$ cat config.mk
export PLATFORM = sky130hd
export DESIGN_NAME = vfpl_ctrl
export DESIGN_NICKNAME = d
export VERILOG_FILES = /design/src/design/vfpl_pkg.sv /design/src/design/vfpl_ctrl.sv
export SDC_FILE = /design/constraint.sdc
export NUM_CORES = 1
export LEC_CHECK = 0
export BUFFER_PORTS_ARGS = -buffer_cell sky130_fd_sc_hd__buf_2
export CAP_MARGIN = 20
export CORE_ASPECT_RATIO = 2
export CORE_MARGIN = 1.5
export CORE_UTILIZATION = 52
export DETAILED_ROUTE_END_ITERATION = 8
export PLACE_DENSITY = 0.75
export SLEW_MARGIN = 20
export SYNTH_ARGS = -nofsm -noshare
export SYNTH_HDL_FRONTEND = slang
export SYNTH_SLANG_ARGS = --single-unit
export TNS_END_PERCENT = 5
$ cat constraint.sdc
create_clock -name clk -period 2.1 [get_ports clk]
set_clock_uncertainty 0.15 [all_clocks]
set_input_delay 0.42 -clock clk [delete_from_list [all_inputs] [get_ports clk]]
set_output_delay 0.42 -clock clk [all_outputs]
set_load 0.01 [all_outputs]
$ cat src/design/vfpl_pkg.sv
// Shared types, constants and tables of the velocity low-pass estimator.
`timescale 1ns / 1ps

package vfpl_pkg;

  localparam int AXES       = 3;
  localparam int AX_W       = 2;
  localparam int DT_W       = 20;
  localparam int CUT_W      = 17;
  localparam int CFG_IDX_W  = 2;
  localparam int CFG_DATA_W = 20;
  localparam int N_W        = 4;

  localparam logic [CFG_IDX_W-1:0] CFG_DT_MIN = 2'd0;
  localparam logic [CFG_IDX_W-1:0] CFG_DT_MAX = 2'd1;
  localparam logic [CFG_IDX_W-1:0] CFG_CUTOFF = 2'd2;

  localparam logic [DT_W-1:0]  DT_MIN_RESET = 20'd10;
  localparam logic [DT_W-1:0]  DT_MAX_RESET = 20'd100000;
  localparam logic [CUT_W-1:0] CUTOFF_RESET = 17'd1000;

  // Two pi times 1e-9 in Q48.
  localparam logic [20:0]    GAIN_K       = 21'd1768559;
  localparam logic [19:0]    VEL_SCALE    = 20'd1000000;
  localparam logic [30:0]    ONE_Q30      = 31'h4000_0000;
  localparam logic [N_W-1:0] TAYLOR_TERMS = 4'd12;

  typedef enum logic [4:0] {
    OP_NONE, OP_LOAD, OP_REARM, OP_G_MUL0, OP_G_MUL1, OP_G_MUL2,
    OP_T_MUL, OP_T_RCP, OP_T_FIX, OP_E_INIT, OP_SQ, OP_ALPHA,
    OP_V_MUL, OP_V_DIV, OP_V_SAT, OP_F_MUL, OP_F_UPD, OP_PUBLISH
  } dp_op_t;

  typedef struct packed {
    dp_op_t          op;
    logic [AX_W-1:0] axis;
    logic [N_W-1:0]  n;
  } dp_cmd_t;

  typedef struct packed {
    logic rearm;
    logic big;
  } dp_status_t;

  // Floor of 2^32 / n for the Taylor term divisors.
  function automatic logic [32:0] recip(input logic [N_W-1:0] n);
    logic [32:0] res;
    case (n)
      4'd1:    res = 33'h1_0000_0000;
      4'd2:    res = 33'd2147483648;
      4'd3:    res = 33'd1431655765;
      4'd4:    res = 33'd1073741824;
      4'd5:    res = 33'd858993459;
      4'd6:    res = 33'd715827882;
      4'd7:    res = 33'd613566756;
      4'd8:    res = 33'd536870912;
      4'd9:    res = 33'd477218588;
      4'd10:   res = 33'd429496729;
      4'd11:   res = 33'd390451572;
      4'd12:   res = 33'd357913941;
      default: res = 33'd0;
    endcase
    return res;
  endfunction

endpackage

$ cat src/design/vfpl_ctrl.sv
// Controller: sequences the datapath through gain, division and filter steps.
`timescale 1ns / 1ps

module vfpl_ctrl #(
  parameter int SAMPLE_WIDTH = 32
) (
  input  logic                 clk,
  input  logic                 rst,
  input  logic                 sample_valid,
  output logic                 sample_ready,
  input  logic                 result_ready,
  output logic                 result_valid,
  output vfpl_pkg::dp_cmd_t    cmd,
  input  vfpl_pkg::dp_status_t status
);

  localparam int NW    = SAMPLE_WIDTH + 20;
  localparam int CNT_W = $clog2(NW);
  localparam logic [CNT_W-1:0] CNT_LAST = CNT_W'(NW - 1);
  localparam logic [vfpl_pkg::AX_W-1:0] AX_LAST = vfpl_pkg::AX_W'(vfpl_pkg::AXES - 1);

  typedef enum logic [15:0] {
    S_IDLE   = 16'h0001,
    S_CHECK  = 16'h0002,
    S_GM1    = 16'h0004,
    S_GM2    = 16'h0008,
    S_TMUL   = 16'h0010,
    S_TRCP   = 16'h0020,
    S_TFIX   = 16'h0040,
    S_EINIT  = 16'h0080,
    S_SQ     = 16'h0100,
    S_ALPHA  = 16'h0200,
    S_VMUL   = 16'h0400,
    S_VDIV   = 16'h0800,
    S_VSAT   = 16'h1000,
    S_FMUL   = 16'h2000,
    S_FUPD   = 16'h4000,
    S_FINISH = 16'h8000
  } state_t;

  state_t                    state;
  state_t                    state_next;
  logic [vfpl_pkg::N_W-1:0]  n;
  logic [1:0]                sq;
  logic [vfpl_pkg::AX_W-1:0] axis;
  logic [CNT_W-1:0]          cnt;
  vfpl_pkg::dp_op_t          op;
  logic                      publish;

  assign sample_ready = (state == S_IDLE);
  assign publish      = (state == S_FINISH) && (!result_valid || result_ready);

  always_comb begin
    state_next = state;
    op         = vfpl_pkg::OP_NONE;
    unique case (state)
      S_IDLE: begin
        if (sample_valid) begin
          op         = vfpl_pkg::OP_LOAD;
          state_next = S_CHECK;
        end
      end
      S_CHECK: begin
        if (status.rearm) begin
          op         = vfpl_pkg::OP_REARM;
          state_next = S_FINISH;
        end else begin
          op         = vfpl_pkg::OP_G_MUL0;
          state_next = S_GM1;
        end
      end
      S_GM1: begin
        op         = vfpl_pkg::OP_G_MUL1;
        state_next = S_GM2;
      end
      S_GM2: begin
        op         = vfpl_pkg::OP_G_MUL2;
        state_next = S_TMUL;
      end
      S_TMUL: begin
        if (status.big) begin
          state_next = S_EINIT;
        end else begin
          op         = vfpl_pkg::OP_T_MUL;
          state_next = S_TRCP;
        end
      end
      S_TRCP: begin
        op         = vfpl_pkg::OP_T_RCP;
        state_next = S_TFIX;
      end
      S_TFIX: begin
        op         = vfpl_pkg::OP_T_FIX;
        state_next = (n == vfpl_pkg::TAYLOR_TERMS) ? S_EINIT : S_TMUL;
      end
      S_EINIT: begin
        op         = vfpl_pkg::OP_E_INIT;
        state_next = S_SQ;
      end
      S_SQ: begin
        op         = vfpl_pkg::OP_SQ;
        state_next = (sq == 2'd3) ? S_ALPHA : S_SQ;
      end
      S_ALPHA: begin
        op         = vfpl_pkg::OP_ALPHA;
        state_next = S_VMUL;
      end
      S_VMUL: begin
        op         = vfpl_pkg::OP_V_MUL;
        state_next = S_VDIV;
      end
      S_VDIV: begin
        op         = vfpl_pkg::OP_V_DIV;
        state_next = (cnt == CNT_LAST) ? S_VSAT : S_VDIV;
      end
      S_VSAT: begin
        op         = vfpl_pkg::OP_V_SAT;
        state_next = S_FMUL;
      end
      S_FMUL: begin
        op         = vfpl_pkg::OP_F_MUL;
        state_next = S_FUPD;
      end
      S_FUPD: begin
        op         = vfpl_pkg::OP_F_UPD;
        state_next = (axis == AX_LAST) ? S_FINISH : S_VMUL;
      end
      S_FINISH: begin
        if (publish) begin
          op         = vfpl_pkg::OP_PUBLISH;
          state_next = S_IDLE;
        end
      end
      default: state_next = S_IDLE;
    endcase
  end

  always_ff @(posedge clk) begin
    if (rst) begin
      state        <= S_IDLE;
      result_valid <= 1'b0;
      n            <= 4'd1;
      sq           <= '0;
      axis         <= '0;
      cnt          <= '0;
    end else begin
      state <= state_next;
      if (publish) begin
        result_valid <= 1'b1;
      end else if (result_ready) begin
        result_valid <= 1'b0;
      end
      if (state == S_GM2) begin
        n <= 4'd1;
      end else if (state == S_TFIX) begin
        n <= n + 4'd1;
      end
      if (state == S_EINIT) begin
        sq <= '0;
      end else if (state == S_SQ) begin
        sq <= sq + 2'd1;
      end
      if (state == S_ALPHA) begin
        axis <= '0;
      end else if (state == S_FUPD) begin
        axis <= axis + 1'b1;
      end
      if (state == S_VMUL) begin
        cnt <= '0;
      end else if (state == S_VDIV) begin
        cnt <= cnt + 1'b1;
      end
    end
  end

  assign cmd.op   = op;
  assign cmd.axis = axis;
  assign cmd.n    = n;

`ifndef ASSERT_OFF
  a_publish_only_at_finish: assert property (@(posedge clk) disable iff (rst)
    $rose(result_valid) |-> $past(state == S_FINISH))
    else $error("result raised outside the finish step");
  a_accept_then_check: assert property (@(posedge clk) disable iff (rst)
    sample_valid && sample_ready |=> state == S_CHECK)
    else $error("accepted item not followed by the check step");
  a_term_index_range: assert property (@(posedge clk) disable iff (rst)
    state == S_TFIX |-> (n >= 4'd1 && n <= vfpl_pkg::TAYLOR_TERMS))
    else $error("series term index out of range");
  a_div_count_range: assert property (@(posedge clk) disable iff (rst)
    state == S_VDIV |-> cnt <= CNT_LAST)
    else $error("divider step count overran");
`endif

endmodule

==> metrics.yaml <==
setup_ws_ns: -0.437
synth.top_cell.area_share_pct: 35.2
power_density_nw_per_um2: 476
worstSkewPairLatency_ns: 0.28
die_x_microns: 44.2
cp.arrival_ns: 1.97
diodes: 0
yosysMostFrequentCell: "dfxtp_1"
routed_via_density: 6.00
cts_root_buf: "clkbuf_8"
ant_nets: 0
p_clk_share_pct: 36.5
drive_above_1_share_pct: 44.6
clk_path_buf_depth: 2
grt_pass1_wl_microns: 8090
holdCritPathClass: "in2reg"
maxCapViolations: 0
wirelength_microns: 5370
worst_pin_slew_ns: 0.385
pwr-share-comb_pct: 14.6
antenna_found_initial: 0
grt_overflow: 0
routedWlPerCell_microns: 17.0
rows: 29
netlist_instances: 205
slew_violations: 0
seq_area_frac_synth_pct: 35.2
dp_hpwl_microns: 3790
violations: "setup timing"
synth_commonest_cells: "dfxtp_1, nor2_1, nor3_1"
multiInputGateArea_sq_um: 1210
post-route-period-util_pct: 121
period_minus_slack_ns: 2.54
ys_types: 43
final-seq-area_sq_um: 642
fillers: 213
p_leak_uw: 0.00110
cts.sinks: 31
ys.flop_type: "dfxtp_1"
cts_hold_buf: 0
core_sq_um: 3190
io_buffers: 18
numCtsBuffers: 5
required_ns: 1.53
drt_iter0_drc: 61
nets: 295
vias: 1897
dr.pass1.iters: 4
grt_max_degree: 13
yosysWarnings: 0
p_int_uw: 912
drc_errors: 0
pin_count: 19
initial_utilization_pct: 55.3
grt_pass1_vias: 1887
hold_violations: 0
async_flop_share_pct: 0
rsz0062_at_grt: "true"
seq_power_share_pct: 48.8
die_area_sq_um: 3770
critPathCaptureType: "output pin"
clkTransAtPathRegs_ns: 0.06
gp_congestion: 0.877
ys_seq_elements: 31
post-route-util_pct: 80.1
critPathMaxFanout: 5
syn-num-nets: 216
setup_viol: 7
netlist_area_sq_um: 1770
grt.total_usage_pct: 28.5
synth_top_area_cell: "dfxtp_1"
synth_area_leaders: "dfxtp_1, nor2_1, xnor2_1"
htree_levels: 2
cts_tree: "yes"
critPathLaunchType: "flop"
criticalPathCategory: "reg2out"
swShare_pct: 25.1
netSwitchingPower_uw: 306
ir_worst_vdd_mv: 0.537
die_h_microns: 85.4
fmax_mhz: 394
setup_tns_ns: -2.12
synth_edf_count: 0
area_delta_synth_final_pct: 44.8
slew_headroom_pct: 74.2
status: "finished, violations left"
syn_avg_cell_area_sq_um: 8.61
## stage by stage
stage               worst slack, ns  hold WS [ns]  total power, uW  instance area (sq um)  instances
floorplan                   -0.0695         0.298              681                   1770        205
global placement             -0.156         0.318              748                   2250        299
detailed placement           -0.164         0.327              750                   2250        299
CTS                          -0.361         0.260             1200                   2460        312
global route                 -0.517         0.285             1260                   2560        316
finish                       -0.437         0.272             1220                   2560        316
## layout by cell type, fill, tap and decap left out, types with 6 or more instances in the layout
| cell type | instances |
|---|---|
| nor2_1 | 26 |
| dfxtp_2 | 11 |
| nor4_4 | 7 |
| nand4_1 | 6 |
| a21oi_1 | 7 |
| buf_4 | 58 |
| nand4b_1 | 6 |
| xnor2_1 | 10 |
| nor3_1 | 14 |
| nand2_1 | 9 |
| nand3_1 | 7 |
| dfxtp_1 | 18 |
| inv_1 | 9 |
| buf_2 | 18 |
| nand2b_1 | 7 |
## worst max-delay path: stages (launching register included)
cell	delay [ns]
dfxtp_2	0.35
nor4_4	0.42
buf_4	0.20
nand4_4	0.08
nor3b_2	0.27
nor3_1	0.09
nand3_1	0.12
buf_2	0.14
## metal layers
layer	vias to the layer above	track usage [%]	share of wire, %
met5	-	0	0
met4	0	11.3	4.6
met3	25	4.47	4.8
met2	68	56.0	55
met1	900	27.0	36
li1	904	-	-
## power by group through the flow
| stage | Sequential [uW] | Combinational (uW) | Clock [uW] |
|---|---|---|---|
| after CTS | 594 | 155 | 448 |
| after floorplan | 612 | 68.9 | 0 |
| after detailed placement | 610 | 140 | 0 |
| after global placement | 609 | 139 | 0 |
| final | 595 | 178 | 445 |
| after global routing | 594 | 189 | 478 |
## repair_timing
action	CTS	global route
setup buffers	6	4
gates resized for setup	24	15
cloned	0	0
endpoints found under the setup margin	6	15
hold endpoints to repair	0	0
pin swaps	11	6
## cells by family after synthesis
group                    after synthesis  synth area share (%)
AND/OR/NAND/NOR                      120                  42.8
flip-flops                            31                  35.2
AO/OA/AOI/OAI                         17                  6.31
XOR/XNOR                              15                  7.44
buffers and inverters                 15                  3.61
adder cells (fa/ha/maj)                5                  3.54
multiplexers                           2                  1.13
## state kept, by name, summed over array words and instances, names as in the netlist
signal        count
axis              2
cnt               6
n                 4
result_valid      1
sq                2
state            16
## cell type report
type	count	share of cell area [%]
multi-input cells	159	47.4
flip-flops and latches	31	25.1
repair buffers	78	21.4
clock buffers	7	2.99
well taps	31	1.52
inverters	9	1.32
clock inverters	1	0.196
## path summary, 6_finish.rpt
| kind | startpoint | to | slack [ns] | depth (start not counted) |
|---|---|---|---|---|
| worst min register to register | cnt[1]$_SDFFE_PP0P_ | cnt[1]$_SDFFE_PP0P_ | 0.34 | 2 |
| worst max-delay path | state[13]$_SDFFE_PP0P_ | cmd[8] | -0.44 | 7 |
| worst max register to register | state[13]$_SDFFE_PP0P_ | state[8]$_SDFFE_PP0P_ | -0.07 | 9 |
| worst min-delay path | status[0] | state[7]$_SDFFE_PP0P_ | 0.27 | 3 |
(Power assumes the default switching activity.)
